**src/design/pfp_pkg.sv**
```systemverilog
// pfp_pkg: constants and phase codes for the paddle frame parser
// no dependencies; imported by paddle_frame_parser
package pfp_pkg;

    localparam int PLAYERS       = 3;
    localparam int PAYLOAD_BYTES = 6;
    localparam int MAX_PLAYERS   = 4;
    localparam int STORE_DEPTH   = 2 * PLAYERS;
    localparam int STORE_IDX_W   = (STORE_DEPTH > 1) ? $clog2(STORE_DEPTH) : 1;

    localparam logic [7:0] PAYLOAD_LEN = 8'(PAYLOAD_BYTES);
    localparam logic [7:0] SYNC_BYTE   = 8'hAA;
    localparam logic [7:0] LEN_ZERO    = 8'h00;
    localparam logic [7:0] HEADER_LEN  = 8'd2;
    localparam logic [7:0] LENGTH_LEN  = 8'd4;

    localparam logic [1:0] PH_HUNT    = 2'd0;
    localparam logic [1:0] PH_LENGTH  = 2'd1;
    localparam logic [1:0] PH_PAYLOAD = 2'd2;

endpackage

```
**src/design/paddle_frame_parser.sv**
```systemverilog
// paddle_frame_parser: frame hunt, length check, payload capture and player update
// depends on pfp_pkg
//
// One received byte per item; a new item can be taken in every cycle unless the
// result is stalled. Each byte waits in an input register, then the parsing
// logic updates the frame state and player registers, which together with the
// done flag form the result register. While a result is stalled, one more byte
// is still taken into the input register. Every byte gives one result;
// o_frame_done marks the byte that closed a frame.
module paddle_frame_parser (
    input  logic              i_clk,
    input  logic              i_rst_n,
    input  logic              i_valid,
    output logic              o_ready,
    input  logic [7:0]        i_rx_byte,
    output logic              o_valid,
    input  logic              i_ready,
    output logic signed [7:0] o_paddle_pos_0,
    output logic signed [7:0] o_paddle_pos_1,
    output logic signed [7:0] o_paddle_pos_2,
    output logic signed [7:0] o_paddle_pos_3,
    output logic [3:0]        o_button_flags,
    output logic [7:0]        o_header_errors,
    output logic [7:0]        o_size_errors,
    output logic              o_frame_done
);
    import pfp_pkg::*;

    logic       r_in_valid;
    logic [7:0] r_in_byte;
    logic       r_out_valid;
    logic       r_done, n_done;
    logic [1:0] r_phase, n_phase;
    logic [7:0] r_left, n_left;
    logic       r_bad, n_bad;
    logic [7:0] r_hdr, n_hdr;
    logic [7:0] r_size, n_size;
    logic [7:0] r_pos [PLAYERS];
    logic [7:0] n_pos [PLAYERS];
    logic       r_flags [PLAYERS];
    logic       n_flags [PLAYERS];
    logic [7:0] r_store [STORE_DEPTH];

    logic       w_adv;
    logic [7:0] w_idx;
    logic [7:0] w_expect;
    logic       w_len_bad;
    logic [7:0] w_hunt_left;
    logic       w_store_we;
    logic [7:0] w_view [STORE_DEPTH];
    logic [7:0] w_pos_all [MAX_PLAYERS];
    logic [3:0] w_flags_all;

    // handshake: input register in front, result register behind
    assign w_adv   = r_in_valid && (!r_out_valid || i_ready);
    assign o_ready = !r_in_valid || w_adv;
    assign o_valid = r_out_valid;

    always_ff @(posedge i_clk) begin
        if (!i_rst_n) begin
            r_in_valid  <= 1'b0;
            r_out_valid <= 1'b0;
        end else begin
            if (o_ready) begin
                r_in_valid <= i_valid;
            end
            if (w_adv) begin
                r_out_valid <= 1'b1;
            end else if (i_ready) begin
                r_out_valid <= 1'b0;
            end
        end
    end

    always_ff @(posedge i_clk) begin
        if (i_valid && o_ready) begin
            r_in_byte <= i_rx_byte;
        end
    end

    assign w_idx       = PAYLOAD_LEN - r_left;
    assign w_expect    = (r_left == 8'd1) ? PAYLOAD_LEN : LEN_ZERO;
    assign w_len_bad   = r_bad || (r_in_byte != w_expect);
    assign w_hunt_left = (r_left == 8'd0 || r_left > HEADER_LEN) ? HEADER_LEN : r_left;
    assign w_store_we  = (r_phase == PH_PAYLOAD) && (w_idx < 8'(STORE_DEPTH));

    // payload bytes as seen at frame end, including the byte in flight
    always_comb begin
        for (int k = 0; k < STORE_DEPTH; k++) begin
            if (k >= PAYLOAD_BYTES) begin
                w_view[k] = 8'h00;
            end else if (w_idx == 8'(k)) begin
                w_view[k] = r_in_byte;
            end else begin
                w_view[k] = r_store[k];
            end
        end
    end

    always_comb begin
        n_phase = r_phase;
        n_left  = r_left;
        n_bad   = r_bad;
        n_hdr   = r_hdr;
        n_size  = r_size;
        n_done  = 1'b0;
        for (int n = 0; n < PLAYERS; n++) begin
            n_pos[n]   = r_pos[n];
            n_flags[n] = r_flags[n];
        end
        unique case (r_phase)
            PH_LENGTH: begin
                n_left = r_left - 8'd1;
                n_bad  = w_len_bad;
                if (r_left == 8'd1) begin
                    n_bad = 1'b0;
                    if (w_len_bad) begin
                        n_size  = r_size + 8'd1;
                        n_phase = PH_HUNT;
                        n_left  = HEADER_LEN;
                    end else begin
                        n_phase = PH_PAYLOAD;
                        n_left  = PAYLOAD_LEN;
                    end
                end
            end
            PH_PAYLOAD: begin
                n_left = r_left - 8'd1;
                if (r_left == 8'd1) begin
                    for (int n = 0; n < PLAYERS; n++) begin
                        n_pos[n] = r_pos[n] + w_view[2 * n];
                        if (w_view[2 * n + 1] != 8'h00) begin
                            n_flags[n] = 1'b1;
                        end
                    end
                    n_done  = 1'b1;
                    n_phase = PH_HUNT;
                    n_left  = HEADER_LEN;
                end
            end
            default: begin
                n_phase = PH_HUNT;
                if (r_in_byte != SYNC_BYTE) begin
                    n_left = HEADER_LEN;
                    n_hdr  = r_hdr + 8'd1;
                end else if (w_hunt_left == 8'd1) begin
                    n_phase = PH_LENGTH;
                    n_left  = LENGTH_LEN;
                    n_bad   = 1'b0;
                end else begin
                    n_left = w_hunt_left - 8'd1;
                end
            end
        endcase
    end

    always_ff @(posedge i_clk) begin
        if (!i_rst_n) begin
            r_phase <= PH_HUNT;
            r_left  <= HEADER_LEN;
            r_bad   <= 1'b0;
            r_hdr   <= 8'd0;
            r_size  <= 8'd0;
            r_done  <= 1'b0;
            for (int n = 0; n < PLAYERS; n++) begin
                r_pos[n]   <= 8'd0;
                r_flags[n] <= 1'b0;
            end
        end else if (w_adv) begin
            r_phase <= n_phase;
            r_left  <= n_left;
            r_bad   <= n_bad;
            r_hdr   <= n_hdr;
            r_size  <= n_size;
            r_done  <= n_done;
            for (int n = 0; n < PLAYERS; n++) begin
                r_pos[n]   <= n_pos[n];
                r_flags[n] <= n_flags[n];
            end
        end
    end

    always_ff @(posedge i_clk) begin
        if (w_adv && w_store_we) begin
            r_store[w_idx[STORE_IDX_W-1:0]] <= r_in_byte;
        end
    end

    for (genvar g = 0; g < MAX_PLAYERS; g++) begin : g_player
        if (g < PLAYERS) begin : g_built
            assign w_pos_all[g]   = r_pos[g];
            assign w_flags_all[g] = r_flags[g];
        end else begin : g_absent
            assign w_pos_all[g]   = 8'd0;
            assign w_flags_all[g] = 1'b0;
        end
    end

    assign o_paddle_pos_0  = $signed(w_pos_all[0]);
    assign o_paddle_pos_1  = $signed(w_pos_all[1]);
    assign o_paddle_pos_2  = $signed(w_pos_all[2]);
    assign o_paddle_pos_3  = $signed(w_pos_all[3]);
    assign o_button_flags  = w_flags_all;
    assign o_header_errors = r_hdr;
    assign o_size_errors   = r_size;
    assign o_frame_done    = r_done;

    a_payload_left: assert property (@(posedge i_clk) disable iff (!i_rst_n)
        r_phase == PH_PAYLOAD |-> r_left != 8'd0 && r_left <= PAYLOAD_LEN)
        else $error("payload byte count out of range");

    a_length_left: assert property (@(posedge i_clk) disable iff (!i_rst_n)
        r_phase == PH_LENGTH |-> r_left != 8'd0 && r_left <= LENGTH_LEN)
        else $error("length byte count out of range");

    a_done_hunt: assert property (@(posedge i_clk) disable iff (!i_rst_n)
        r_done |-> r_phase == PH_HUNT && r_left == HEADER_LEN)
        else $error("frame end did not return to header hunt");

    a_hdr_only_adv: assert property (@(posedge i_clk) disable iff (!i_rst_n)
        $past(i_rst_n) && !$past(w_adv) |-> $stable(r_hdr) && $stable(r_size))
        else $error("error count changed without an item");

    a_out_after_adv: assert property (@(posedge i_clk) disable iff (!i_rst_n)
        $past(i_rst_n) && $rose(r_out_valid) |-> $past(w_adv))
        else $error("result raised without an item");

endmodule
```
**config.mk**
```make
export PLATFORM = sky130hd
export DESIGN_NAME = paddle_frame_parser
export DESIGN_NICKNAME = d
export VERILOG_FILES = /design/src/design/pfp_pkg.sv /design/src/design/paddle_frame_parser.sv
export SDC_FILE = /design/constraint.sdc
export NUM_CORES = 1
export LEC_CHECK = 0
export ABC_AREA = 1
export ABC_CLOCK_PERIOD_IN_PS = 4300
export BUFFER_PORTS_ARGS = -buffer_cell sky130_fd_sc_hd__buf_2
export CORE_ASPECT_RATIO = 0.8
export CORE_UTILIZATION = 35
export CTS_CLUSTER_SIZE = 30
export DETAILED_ROUTE_END_ITERATION = 10
export SLEW_MARGIN = 20
export SYNTH_ARGS = -nofsm -noshare
export SYNTH_HDL_FRONTEND = slang
export SYNTH_SLANG_ARGS = --single-unit
export TNS_END_PERCENT = 20
```
**constraint.sdc**
```tcl
create_clock -name i_clk -period 4.3 [get_ports i_clk]
set_input_delay 0.215 -clock i_clk [delete_from_list [all_inputs] [get_ports i_clk]]
set_output_delay 0.215 -clock i_clk [all_outputs]
set_load 0.05 [all_outputs]
```
==> metrics.txt, run 1 <==
# TYPE chip_impl_metric gauge
chip_impl_metric{name="via_count_of_the_first_global_routing_pass",unit=""} 4256
chip_impl_metric{name="wire_length_of_the_first_global_routing_pass",unit="mm"} 21.3
chip_impl_metric{name="required",unit="ns"} 4.45
chip_impl_info{name="critPathKind",value="flop to flop"} 1
chip_impl_metric{name="async_s_r_ff_share_synth",unit=""} 0
chip_impl_metric{name="synthDistinctLibCells",unit=""} 43
chip_impl_info{name="critPathCaptureType",value="flop"} 1
chip_impl_metric{name="synthesis.instances",unit=""} 647
chip_impl_metric{name="routed_wl",unit="mm"} 12.9
chip_impl_metric{name="synth_top_area_frac",unit=""} 0.414
chip_impl_metric{name="cts_made_buffers",unit=""} 17
chip_impl_metric{name="post_synth_instance_area",unit="um^2"} 6020
chip_impl_metric{name="ys_seq_area_frac",unit=""} 0.514
chip_impl_metric{name="placed_cells",unit=""} 918
chip_impl_metric{name="power.density_cell_area",unit="nW/um^2"} 428
chip_impl_info{name="synth.largest_area_cell",value="sky130_fd_sc_hd__edfxtp_1"} 1
chip_impl_info{name="largest_cells_by_area_after_synthesis",value="sky130_fd_sc_hd__edfxtp_1 (41%), sky130_fd_sc_hd__dfxtp_1 (10%), sky130_fd_sc_hd__nand2_1 (7.2%), sky130_fd_sc_hd__ha_1 (7.1%), sky130_fd_sc_hd__inv_1 (4.7%)"} 1
chip_impl_metric{name="globalplace.congestion",unit=""} 0.825
chip_impl_metric{name="floorplan.initialDensity",unit=""} 0.361
chip_impl_metric{name="syn_to_final_growth",unit="%"} 20.3
chip_impl_info{name="setup_repair_after_global_routing_missed_its_margin",value="no"} 1
chip_impl_metric{name="post_route_cells_drive_above_1_share",unit=""} 0.164
chip_impl_metric{name="initial_antenna_violation_count",unit=""} 0
chip_impl_info{name="cp_common_cell",value="sky130_fd_sc_hd__nand2_1"} 1
chip_impl_metric{name="final_hold_vio_count",unit=""} 0
chip_impl_metric{name="vias_per_cell",unit=""} 4.80
chip_impl_metric{name="htree_num_levels",unit=""} 4
chip_impl_metric{name="grt-ovfl-total",unit=""} 0
chip_impl_metric{name="drtAntennaViolNets",unit=""} 0
chip_impl_metric{name="max_cap_viol_count",unit=""} 0
chip_impl_metric{name="clk_pin_slew_worst_paths",unit="ns"} 0.06
chip_impl_metric{name="vias",unit=""} 4603
chip_impl_metric{name="detail_route.drc_violations",unit=""} 0
chip_impl_metric{name="final.min_clock_period",unit="ns"} 3.55
chip_impl_metric{name="drt_first_pass_iters",unit=""} 5
chip_impl_metric{name="synth.yosys.warnings",unit=""} 0
chip_impl_info{name="worstSetupStartpointType",value="flop"} 1
chip_impl_metric{name="finalNonFillerCells",unit=""} 958
chip_impl_metric{name="synth-edff-count",unit=""} 83
chip_impl_metric{name="worst_clk_skew",unit="ns"} 0.00850
chip_impl_metric{name="postLayoutCellArea",unit="um^2"} 7240
chip_impl_metric{name="detail_route.wl_per_cell",unit="um"} 13.5
chip_impl_metric{name="die_height",unit="um"} 119
chip_impl_info{name="yosys_most_used_dff",value="sky130_fd_sc_hd__edfxtp_1"} 1
chip_impl_metric{name="static-leakage-power",unit="nW"} 3.06
chip_impl_info{name="cts_tree",value="yes"} 1
chip_impl_metric{name="core_area",unit="um^2"} 16700
chip_impl_info{name="slowest_stage",value="sky130_fd_sc_hd__dfxtp_1"} 1
chip_impl_metric{name="worst-slew-pin-transition",unit="ns"} 0.723
chip_impl_metric{name="critPathBufInv",unit=""} 1
chip_impl_metric{name="insertion_delay",unit="ns"} 0.42
chip_impl_metric{name="number_of_antenna_diodes",unit=""} 0
chip_impl_metric{name="setup_viol",unit=""} 0
chip_impl_metric{name="floorplan.io_pins",unit=""} 67
chip_impl_metric{name="post-route-period-util",unit=""} 0.826
chip_impl_metric{name="row_count",unit=""} 42
chip_impl_metric{name="overall_routing_resource_usage",unit=""} 0.157
chip_impl_info{name="dominant_delay_contributor_by_cell_family_on_the_critical_path",value="simple AND/OR/NAND/NOR gates"} 1
chip_impl_metric{name="dp_hpwl",unit="mm"} 9.14
chip_impl_metric{name="synth.ff_latch_count",unit=""} 113
chip_impl_metric{name="max-vdd-ir-drop",unit="mV"} 0.282
chip_impl_metric{name="critical_path.max_stage_delay",unit="ns"} 0.55
chip_impl_metric{name="crit_fanout",unit=""} 15
chip_impl_metric{name="fmax",unit="GHz"} 0.282
chip_impl_metric{name="grt_start_max_net_pins",unit=""} 28
chip_impl_metric{name="buffer_ports.inserted",unit=""} 57
chip_impl_metric{name="placed_area",unit="um^2"} 6530
chip_impl_info{name="hold_path_class",value="input pin to flop"} 1
chip_impl_metric{name="total_negative_setup_slacks",unit="ns"} 0
chip_impl_info{name="path_cells",value="ha_1, nand2_1, nand2_1, nand2_1, nand2_1, nand2_1, nor2_8, nand3_4, nand2_1, o21ai_0, ha_1, fa_1, nand2_1, inv_1, o21ai_0, a21boi_0, nor2_1, nor2_1, o21bai_1, a21oi_1"} 1
chip_impl_metric{name="clock_sinks",unit=""} 113
chip_impl_metric{name="cts_setup_buffers",unit=""} 0
chip_impl_metric{name="fin_worst_hold_slack",unit="ns"} 0.0733
chip_impl_metric{name="floorplan.die.width",unit="um"} 149
chip_impl_metric{name="fp.dieArea",unit="um^2"} 17700
chip_impl_metric{name="layout.nets",unit=""} 774
chip_impl_metric{name="violation_count_after_the_first_detailed_routing_iteration",unit=""} 272
chip_impl_metric{name="clockBufferDepth",unit=""} 2
chip_impl_info{name="clock_tree.root_cell",value="sky130_fd_sc_hd__clkbuf_16"} 1
chip_impl_info{name="run_status",value="completed"} 1
chip_impl_metric{name="max_slew_margin",unit=""} 0.516
chip_impl_metric{name="final_report_max_slew_violation_count",unit=""} 0
chip_impl_metric{name="syn-mean-instance-area",unit="um^2"} 9.30
chip_impl_metric{name="cp.arrival",unit="ns"} 3.70
-- path summary, 6_finish.rpt --
kind	cells after the start	start	slack, ns	end
hold reg to reg	2	o_header_errors[7]	0.46	o_header_errors[7]
setup reg to reg	20	r_left[1]	0.75	r_pos[0][6]
hold / removal	3	i_valid	0.07	r_in_valid
setup / recovery	20	r_left[1]	0.75	r_pos[0][6]
-- stage by stage --
step / power (mW) / setup WS, ns / util
floorplan: 1.54 / 1.13 / -
global placement: 1.61 / 0.956 / 0.392
CTS: 3.13 / 0.796 / 0.435
detailed placement: 1.61 / 0.843 / 0.392
finish: 3.10 / 0.750 / 0.435
global route: 3.22 / 0.429 / 0.435
-- sequential cells by signal, summed over array words and instances (netlist names), 2 cells and up --
| name | count |
|---|---|
| o_header_errors | 8 |
| o_size_errors | 8 |
| r_flags | 3 |
| r_in_byte | 8 |
| r_left | 8 |
| r_phase | 2 |
| r_pos | 24 |
| r_store | 48 |
-- tightest hold or removal path: cells and delay by family --
family / cells / cell delay, ns
AOI/OAI and AO/OA: 1 / 0.06
buffers and inverters: 1 / 0.09
and+or+nand+nor: 1 / 0.07
-- Yosys cell counts (3+ instances only) --
master	count
sky130_fd_sc_hd__ha_1	34
sky130_fd_sc_hd__nor2_2	5
sky130_fd_sc_hd__o2111ai_1	3
sky130_fd_sc_hd__xnor2_1	5
sky130_fd_sc_hd__o21ai_0	52
sky130_fd_sc_hd__a21boi_0	3
sky130_fd_sc_hd__xor2_1	5
sky130_fd_sc_hd__o211ai_1	3
sky130_fd_sc_hd__inv_1	76
sky130_fd_sc_hd__nor2_1	62
sky130_fd_sc_hd__nand2_1	116
sky130_fd_sc_hd__dfxtp_1	30
sky130_fd_sc_hd__nand2_2	8
sky130_fd_sc_hd__clkbuf_1	4
sky130_fd_sc_hd__nand3_1	27
sky130_fd_sc_hd__nor4_1	4
sky130_fd_sc_hd__fa_1	3
sky130_fd_sc_hd__buf_4	10
sky130_fd_sc_hd__nand3_4	4
sky130_fd_sc_hd__nand4_1	19
sky130_fd_sc_hd__buf_2	4
sky130_fd_sc_hd__a21oi_1	50
sky130_fd_sc_hd__o21bai_1	3
sky130_fd_sc_hd__edfxtp_1	83
sky130_fd_sc_hd__nor3_1	9
-- kinds of logic after synthesis --
logic type,synth area share
AO/OA/AOI/OAI,0.113
buffers and inverters,0.0674
adder cells (fa/ha/maj),0.0807
other,0.000623
AND/OR/NAND/NOR,0.210
flip-flops,0.514
XOR/XNOR,0.0146
-- cells in the final DEF, fill, tap and decap left out, drive strengths merged, types with 2 or more instances in the layout --
cell type	synthesis	final
dfxtp	30	30
o21bai	3	3
o2111ai	3	3
nor3b	2	2
clkinv	1	9
nand4	19	19
clkbuf	4	17
o21ai	55	55
xor2	5	5
bufinv	0	4
nand2	124	124
nor2	70	70
edfxtp	83	83
ha	34	34
or4	2	2
conb	1	9
dlygate4sd3	0	8
o211ai	3	3
buf	14	61
nand3	33	33
nor4	4	4
o31ai	2	2
fa	3	3
a21boi	3	3
nand3b	2	2
inv	77	80
nor3	9	9
a31oi	2	2
xnor2	5	5
a21oi	51	51
-- final cells by class --
type	count	area [um^2]
Tap cell	220	275
Multi-Input combinational cell	446	2550
Timing Repair Buffer	69	395
Clock inverter	15	208
Fill cell	1611	9420
Clock buffer	17	425
Sequential cell	113	3090
Inverter	78	295
-- report_power, final --
part | internal (mW) | leakage, nW | switching, mW
registers | 1.20 | 1.03 | 0.0310
clock network | 0.976 | 0.313 | 0.524
logic | 0.105 | 1.72 | 0.264
-- per-layer routing --
layer / track usage / vias to the layer above / part of all wire
met5: 0 / - / 0
met4: 0.0619 / 0 / 0.015
met3: 0.0395 / 16 / 0.060
met2: 0.222 / 123 / 0.41
met1: 0.228 / 2092 / 0.52
li1: - / 2372 / -
-- timing repair --
| action | CTS | global route |
|---|---|---|
| resized for setup | 0 | 0 |
| endpoints found under the setup margin | 0 | 0 |
| hold buffers | 8 | 0 |
| endpoints found under the hold margin | 8 | 0 |
(Power assumes the default switching activity.)
==> run 2: changes to the inputs <==
Settings changed: ABC_CLOCK_PERIOD_IN_PS 4300 to 3650.
Clock period 4.3 ns to 3.65 ns, I/O delays scaled along.
==> run 2 against run 1 <==
Net effect:
- clock skew fell by 0.0012 ns
- sequential share of layout area fell by 0.20 points
- die area did not move
- fmax increased by 6.4%
- combinational power grew 21%
- count of clock-buffer cells in the layout rose by 1
- largest cell class unchanged
- global-route usage increased by 0.33 points
==> metrics.txt, run 2 (synthesis gave the netlist of run 1 again) <==
# TYPE chip_impl_metric gauge
chip_impl_metric{name="layout.nets",unit=""} 779
chip_impl_info{name="run_status",value="completed"} 1
chip_impl_metric{name="worst_clk_skew",unit="ns"} 0.00731
chip_impl_metric{name="power",unit="mW"} 3.68
chip_impl_metric{name="max_slew_margin",unit=""} 0.534
chip_impl_metric{name="multi_input_comb_area",unit="um^2"} 2550
chip_impl_metric{name="max_cap_viol_count",unit=""} 0
chip_impl_info{name="most_frequent_cells_in_the_layout",value="sky130_fd_sc_hd__nand2_1 (116), sky130_fd_sc_hd__edfxtp_1 (83), sky130_fd_sc_hd__inv_1 (76)"} 1
chip_impl_metric{name="wire_length_of_the_first_global_routing_pass",unit="mm"} 21.4
chip_impl_metric{name="final_report_max_slew_violation_count",unit=""} 0
chip_impl_metric{name="fp.dieArea",unit="um^2"} 17700
chip_impl_metric{name="power.share.switching",unit=""} 0.269
chip_impl_metric{name="globalplace.congestion",unit=""} 0.799
chip_impl_info{name="slowest_stage",value="sky130_fd_sc_hd__fa_1"} 1
chip_impl_metric{name="post_route_cells_drive_above_1_share",unit=""} 0.172
chip_impl_metric{name="number_of_antenna_diodes",unit=""} 0
chip_impl_metric{name="fin_worst_hold_slack",unit="ns"} 0.0327
chip_impl_metric{name="critPathBufInv",unit=""} 2
chip_impl_metric{name="cp.arrival",unit="ns"} 3.49
chip_impl_metric{name="cell_internal_pwr",unit="mW"} 2.69
chip_impl_info{name="hold_path_class",value="input pin to flop"} 1
chip_impl_metric{name="syn_to_final_growth",unit="%"} 21.0
chip_impl_metric{name="die_height",unit="um"} 119
chip_impl_metric{name="net-switching-power",unit="uW"} 989
chip_impl_info{name="clock_tree.root_cell",value="sky130_fd_sc_hd__clkbuf_16"} 1
chip_impl_metric{name="floorplan.initialDensity",unit=""} 0.361
chip_impl_info{name="crit-reg2reg-capture",value="r_pos[0][14]"} 1
chip_impl_metric{name="overall_routing_resource_usage",unit=""} 0.161
chip_impl_metric{name="power.share.clock",unit=""} 0.486
chip_impl_metric{name="floorplan.die.width",unit="um"} 149
chip_impl_metric{name="critical_path.max_stage_delay",unit="ns"} 0.39
chip_impl_metric{name="finalNonFillerCells",unit=""} 963
chip_impl_metric{name="vias_per_cell",unit=""} 4.80
chip_impl_metric{name="detail_route.wl_per_cell",unit="um"} 13.8
chip_impl_metric{name="grt-ovfl-total",unit=""} 0
chip_impl_info{name="holdCritStartpoint",value="i_valid"} 1
chip_impl_metric{name="placed_area",unit="um^2"} 6570
chip_impl_metric{name="setup_viol",unit=""} 0
chip_impl_info{name="dominant_delay_contributor_by_cell_family_on_the_critical_path",value="simple AND/OR/NAND/NOR gates"} 1
chip_impl_metric{name="worst-slew-pin-transition",unit="ns"} 0.696
chip_impl_metric{name="hold_depth",unit=""} 3
chip_impl_metric{name="clock_sinks",unit=""} 113
chip_impl_info{name="critPathCaptureType",value="flop"} 1
chip_impl_metric{name="max-vdd-ir-drop",unit="mV"} 0.340
chip_impl_metric{name="final.min_clock_period",unit="ns"} 3.34
chip_impl_metric{name="cts_made_buffers",unit=""} 17
chip_impl_metric{name="share_seq_of_total_power",unit=""} 0.393
chip_impl_metric{name="cts_setup_buffers",unit=""} 0
chip_impl_info{name="hold-path-endpoint",value="r_in_valid"} 1
chip_impl_metric{name="dp_hpwl",unit="mm"} 9.19
chip_impl_info{name="critPathKind",value="flop to flop"} 1
chip_impl_metric{name="post-route-period-util",unit=""} 0.914
chip_impl_metric{name="violation_count_after_the_first_detailed_routing_iteration",unit=""} 277
chip_impl_info{name="mostFrequentLayoutCell",value="sky130_fd_sc_hd__nand2_1"} 1
chip_impl_metric{name="static-leakage-power",unit="nW"} 3.07
chip_impl_metric{name="finalWorstSetupSlack",unit="ns"} 0.313
chip_impl_metric{name="fillCellCount",unit=""} 1586
chip_impl_metric{name="clk_pin_slew_worst_paths",unit="ns"} 0.06
chip_impl_metric{name="core_area",unit="um^2"} 16700
chip_impl_metric{name="required",unit="ns"} 3.80
chip_impl_metric{name="placed_cells",unit=""} 923
chip_impl_metric{name="floorplan.io_pins",unit=""} 67
chip_impl_metric{name="combinationalPowerShare",unit=""} 0.122
chip_impl_metric{name="initial_antenna_violation_count",unit=""} 0
chip_impl_metric{name="postLayoutCellArea",unit="um^2"} 7280
chip_impl_metric{name="final_hold_vio_count",unit=""} 0
chip_impl_metric{name="via_count_of_the_first_global_routing_pass",unit=""} 4216
chip_impl_metric{name="largest_register_ff_count",unit=""} 48
chip_impl_metric{name="vias",unit=""} 4627
chip_impl_metric{name="clockBufferDepth",unit=""} 2
chip_impl_metric{name="drtAntennaViolNets",unit=""} 0
chip_impl_metric{name="routed_wl",unit="mm"} 13.3
chip_impl_metric{name="htree_num_levels",unit=""} 4
chip_impl_metric{name="grt_start_max_net_pins",unit=""} 28
chip_impl_metric{name="drt_first_pass_iters",unit=""} 5
chip_impl_metric{name="total_negative_setup_slacks",unit="ns"} 0
chip_impl_metric{name="worst-r2r-cell-count",unit=""} 19
chip_impl_info{name="critical_path.reg2reg.startpoint",value="r_left[0]"} 1
chip_impl_metric{name="setup.reg_to_reg.worst_slack",unit="ns"} 0.31
chip_impl_info{name="setup_repair_after_global_routing_missed_its_margin",value="no"} 1
chip_impl_metric{name="power.density_cell_area",unit="nW/um^2"} 505
chip_impl_info{name="cp_common_cell",value="sky130_fd_sc_hd__nand2_1"} 1
chip_impl_metric{name="detail_route.drc_violations",unit=""} 0
chip_impl_metric{name="fmax",unit="GHz"} 0.300
chip_impl_metric{name="detailedPlace.worstSlack",unit="ns"} 0.254
chip_impl_metric{name="buffer_ports.inserted",unit=""} 57
chip_impl_metric{name="sequential_cell_area",unit="um^2"} 3100
chip_impl_info{name="path_cells",value="ha_1, inv_1, nand2_1, nand2_1, nand3_1, nor2_2, nand3_4, nand2_1, o21ai_0, ha_1, fa_1, nand2_1, inv_1, o21ai_0, a21boi_0, nor2_1, nor2_1, o21bai_1, a21oi_1"} 1
chip_impl_info{name="cts_tree",value="yes"} 1
chip_impl_metric{name="fin_util",unit=""} 0.437
chip_impl_metric{name="row_count",unit=""} 42
chip_impl_metric{name="insertion_delay",unit="ns"} 0.42
chip_impl_info{name="worstSetupStartpointType",value="flop"} 1
chip_impl_metric{name="crit_fanout",unit=""} 15
-- run 2: changes by cell type in the layout (fill, tap and decap cells not counted), sizes merged --
cell,previous run,this run
clkbuf,17,18
inv,80,82
clkinvlp,0,3
buf,61,66
clkinv,9,3
-- run 2: cell type report --
cell class / count / area share
clock buffers: 18 / 0.0589
clock inverters: 14 / 0.0275
inverters: 78 / 0.0405
multi-input cells: 446 / 0.351
flip-flops and latches: 113 / 0.425
well taps: 220 / 0.0378
repair buffers: 74 / 0.0594
-- run 2: worst register-to-register path, delay by kind of cell (launching register included) --
kind / cells / cell delay, ns
AND/OR/NAND/NOR: 9 / 1.14
adder cells (fa/ha/maj): 3 / 0.83
AO/OA/AOI/OAI: 5 / 0.62
flip-flops: 1 / 0.36
buffers and inverters: 2 / 0.13
-- run 2: worst max-delay path by stage --
stage	from	endpoint	slack [ns]	cells past startpoint
floorplan	r_left[1]	r_pos[0][6]	0.48	21
global placement	r_left[0]	r_pos[0][22]	0.36	20
detailed placement	r_left[0]	r_pos[0][22]	0.25	20
global route	r_left[0]	r_pos[0][22]	0.01	20
finish	r_left[0]	r_pos[0][14]	0.31	19
CTS	r_left[0]	r_pos[0][6]	0.21	20
-- run 2: layer usage --
layer,vias up,global-route usage,part of all wire
met2,132,0.225,0.41
met5,-,0,0
li1,2385,-,-
met3,15,0.0479,0.063
met4,0,0.0625,0.012
met1,2095,0.230,0.52
-- run 2: power groups by stage --
stage          registers [mW]  logic, mW  clock network [mW]
2_1_floorplan            1.53      0.279                   0
3_3_place_gp             1.47      0.434                   0
3_5_place_dp             1.47      0.436                   0
4_1_cts                  1.44      0.445                1.82
5_1_grt                  1.45      0.498                1.87
6_report                 1.45      0.448                1.79
-- run 2: what timing repair did --
item	CTS	global route
hold buffers	8	0
setup endpoints to repair	0	3
hold endpoints to repair	8	0
gates resized for setup	0	5
==> run 3: changes to the inputs <==
Settings changed: CTS_BUF_LIST set to sky130_fd_sc_hd__clkbuf_2, MAX_ROUTING_LAYER set to met4, PLACE_DENSITY set to 0.49.
==> run 3 against run 2 <==
Net effect:
- worst hold slack better by 0.17 ns
- fmax about the same
- routed wire length grew 6.1%
- die area unchanged
- sequential power hardly changed
- count of clock-buffer cells in the layout fell by 1
- clock power decreased by 56%
- critical path depth rose by 1
- clock skew up 0.033 ns
- via count up 1.4%
- cell area decreased by 4.4%
- non-clock buffer count increased by 11
- critical path type unchanged
- largest cell class unchanged
==> metrics.txt, run 3 (synthesis gave the netlist of run 1 again) <==
# TYPE chip_impl_metric gauge
chip_impl_info{name="holdCritStartpoint",value="i_rx_byte[7]"} 1
chip_impl_metric{name="buffer_ports.inserted",unit=""} 57
chip_impl_info{name="most_frequent_cells_in_the_layout",value="sky130_fd_sc_hd__nand2_1 (116), sky130_fd_sc_hd__edfxtp_1 (83), sky130_fd_sc_hd__inv_1 (76)"} 1
chip_impl_metric{name="final.min_clock_period",unit="ns"} 3.34
chip_impl_metric{name="worst-r2r-cell-count",unit=""} 20
chip_impl_metric{name="setup_viol",unit=""} 0
chip_impl_metric{name="post_route_cells_drive_above_1_share",unit=""} 0.175
chip_impl_metric{name="layout.nets",unit=""} 790
chip_impl_metric{name="setup.reg_to_reg.worst_slack",unit="ns"} 0.31
chip_impl_info{name="worstSetupStartpointType",value="flop"} 1
chip_impl_metric{name="syn_to_final_growth",unit="%"} 15.8
chip_impl_metric{name="core_area",unit="um^2"} 16700
chip_impl_metric{name="vias_per_cell",unit=""} 4.81
chip_impl_info{name="critPathCaptureType",value="flop"} 1
chip_impl_metric{name="row_count",unit=""} 42
chip_impl_metric{name="fp.dieArea",unit="um^2"} 17700
chip_impl_metric{name="violation_count_after_the_first_detailed_routing_iteration",unit=""} 323
chip_impl_metric{name="required",unit="ns"} 4.06
chip_impl_metric{name="placed_cells",unit=""} 923
chip_impl_metric{name="fmax",unit="GHz"} 0.299
chip_impl_metric{name="static-leakage-power",unit="nW"} 2.94
chip_impl_metric{name="detail_route.drc_violations",unit=""} 0
chip_impl_metric{name="clockBufferDepth",unit=""} 2
chip_impl_metric{name="largest_register_ff_count",unit=""} 48
chip_impl_metric{name="total_negative_setup_slacks",unit="ns"} 0
chip_impl_metric{name="finalWorstSetupSlack",unit="ns"} 0.311
chip_impl_metric{name="floorplan.initialDensity",unit=""} 0.361
chip_impl_metric{name="dp_hpwl",unit="mm"} 10.1
chip_impl_metric{name="insertion_delay",unit="ns"} 0.69
chip_impl_metric{name="fin_util",unit=""} 0.418
chip_impl_metric{name="max_slew_margin",unit=""} 0.497
chip_impl_metric{name="die_height",unit="um"} 119
chip_impl_metric{name="detailedPlace.worstSlack",unit="ns"} 0.207
chip_impl_metric{name="multi_input_comb_area",unit="um^2"} 2550
chip_impl_info{name="clock_tree.root_cell",value="sky130_fd_sc_hd__clkbuf_2"} 1
chip_impl_metric{name="fin_worst_hold_slack",unit="ns"} 0.205
chip_impl_metric{name="initial_antenna_violation_count",unit=""} 1
chip_impl_metric{name="grt_start_max_net_pins",unit=""} 28
chip_impl_metric{name="vias",unit=""} 4694
chip_impl_metric{name="critPathBufInv",unit=""} 1
chip_impl_metric{name="hold_depth",unit=""} 2
chip_impl_info{name="cts_tree",value="yes"} 1
chip_impl_metric{name="floorplan.die.width",unit="um"} 149
chip_impl_metric{name="cp.arrival",unit="ns"} 3.75
chip_impl_info{name="path_cells",value="ha_1, nand2_1, nand2_1, nand2_1, nand2_1, nand2_1, nor2_8, nand3_4, nand2_1, o21ai_0, ha_1, fa_1, nand2_1, inv_1, o21ai_0, a21boi_0, nor2_1, nor2_1, o21bai_1, a21oi_1"} 1
chip_impl_metric{name="post-route-period-util",unit=""} 0.915
chip_impl_metric{name="floorplan.io_pins",unit=""} 67
chip_impl_metric{name="wire_length_of_the_first_global_routing_pass",unit="mm"} 22.4
chip_impl_metric{name="critical_path.max_stage_delay",unit="ns"} 0.43
chip_impl_info{name="cp_common_cell",value="sky130_fd_sc_hd__nand2_1"} 1
chip_impl_metric{name="power.density_cell_area",unit="nW/um^2"} 387
chip_impl_metric{name="drt_first_pass_iters",unit=""} 4
chip_impl_metric{name="crit_fanout",unit=""} 11
chip_impl_metric{name="clock_sinks",unit=""} 113
chip_impl_metric{name="routed_wl",unit="mm"} 14.1
chip_impl_metric{name="htree_num_levels",unit=""} 4
chip_impl_metric{name="cts_made_buffers",unit=""} 17
chip_impl_metric{name="clk_pin_slew_worst_paths",unit="ns"} 0.18
chip_impl_metric{name="grt-ovfl-total",unit=""} 0
chip_impl_metric{name="drtAntennaViolNets",unit=""} 0
chip_impl_metric{name="max-vdd-ir-drop",unit="mV"} 0.186
chip_impl_metric{name="detail_route.wl_per_cell",unit="um"} 14.4
chip_impl_metric{name="fillCellCount",unit=""} 1652
chip_impl_metric{name="final_hold_vio_count",unit=""} 0
chip_impl_info{name="hold_path_class",value="input pin to flop"} 1
chip_impl_info{name="mostFrequentLayoutCell",value="sky130_fd_sc_hd__nand2_1"} 1
chip_impl_metric{name="worst_clk_skew",unit="ns"} 0.0406
chip_impl_info{name="critPathKind",value="flop to flop"} 1
chip_impl_info{name="run_status",value="completed"} 1
chip_impl_info{name="critical_path.reg2reg.startpoint",value="r_left[0]"} 1
chip_impl_metric{name="worst-slew-pin-transition",unit="ns"} 0.752
chip_impl_metric{name="globalplace.congestion",unit=""} 0.825
chip_impl_info{name="crit-reg2reg-capture",value="r_pos[0][6]"} 1
chip_impl_metric{name="overall_routing_resource_usage",unit=""} 0.172
chip_impl_metric{name="finalNonFillerCells",unit=""} 975
chip_impl_metric{name="sequential_cell_area",unit="um^2"} 3100
chip_impl_info{name="dominant_delay_contributor_by_cell_family_on_the_critical_path",value="simple AND/OR/NAND/NOR gates"} 1
chip_impl_info{name="setup_repair_after_global_routing_missed_its_margin",value="no"} 1
chip_impl_metric{name="via_count_of_the_first_global_routing_pass",unit=""} 4352
chip_impl_metric{name="final_report_max_slew_violation_count",unit=""} 0
chip_impl_info{name="slowest_stage",value="sky130_fd_sc_hd__dfxtp_4"} 1
chip_impl_info{name="hold-path-endpoint",value="r_in_byte[7]"} 1
chip_impl_metric{name="max_cap_viol_count",unit=""} 0
==> run 3: cell count changes in the layout (fill, tap and decap cells not counted), moves of 2 or more <==
cell and delta:
sky130_fd_sc_hd__bufinv_16 -3, sky130_fd_sc_hd__clkinv_1 +2, sky130_fd_sc_hd__clkbuf_16 -17, sky130_fd_sc_hd__dlygate4sd3_1 +5, sky130_fd_sc_hd__clkbuf_2 +17, sky130_fd_sc_hd__buf_4 +6
sky130_fd_sc_hd__dfxtp_2 -2, sky130_fd_sc_hd__clkinvlp_4 +2
==> run 3: how the worst max path moves through the flow <==
| stage | end | from | depth (start not counted) |
|---|---|---|---|
| 2_1_floorplan | r_pos[0][6] | r_left[1] | 21 |
| 3_3_place_gp | r_pos[0][22] | r_left[0] | 20 |
| 3_5_place_dp | r_pos[0][6] | r_left[0] | 20 |
| 6_report | r_pos[0][6] | r_left[0] | 20 |
| 5_1_grt | r_pos[0][14] | r_left[1] | 21 |
| 4_1_cts | r_pos[0][6] | r_left[0] | 20 |
==> run 3: stage by stage <==
step | power [mW] | cell area [um^2]
5_1_grt | 2.84 | 6970
4_1_cts | 2.72 | 6910
3_5_place_dp | 1.91 | 6570
3_3_place_gp | 1.91 | 6570
6_report | 2.69 | 6970
2_1_floorplan | 1.81 | 6050
==> run 3: layout make-up <==
cell class	instances	area share
Clock buffer	17	0.0122
Sequential cell	113	0.445
Inverter	78	0.0424
Multi-Input combinational cell	446	0.366
Tap cell	220	0.0395
Timing Repair Buffer	85	0.0758
Antenna cell	1	0.000359
Clock inverter	15	0.0190
==> run 3: report_power, final <==
group          internal, mW  switching (mW)
clock network         0.249           0.537
registers              1.41          0.0320
logic                 0.139           0.325
total                  1.80           0.895
==> run 3: layer usage <==
layer | wire [um] | track usage | vias up
li1 | - | - | 2401
met1 | 7410 | 0.243 | 2178
met2 | 5980 | 0.242 | 107
met3 | 576 | 0.0395 | 8
met4 | 120 | 0.0503 | 0
met5 | 0 | - | -
==> run 3: repair_timing <==
action / CTS / global route
hold buffers: 13 / 0
endpoints found under the hold margin: 34 / 0
setup endpoints to repair: 0 / 3
buffers inserted: 0 / 6
gates resized for setup: 0 / 3
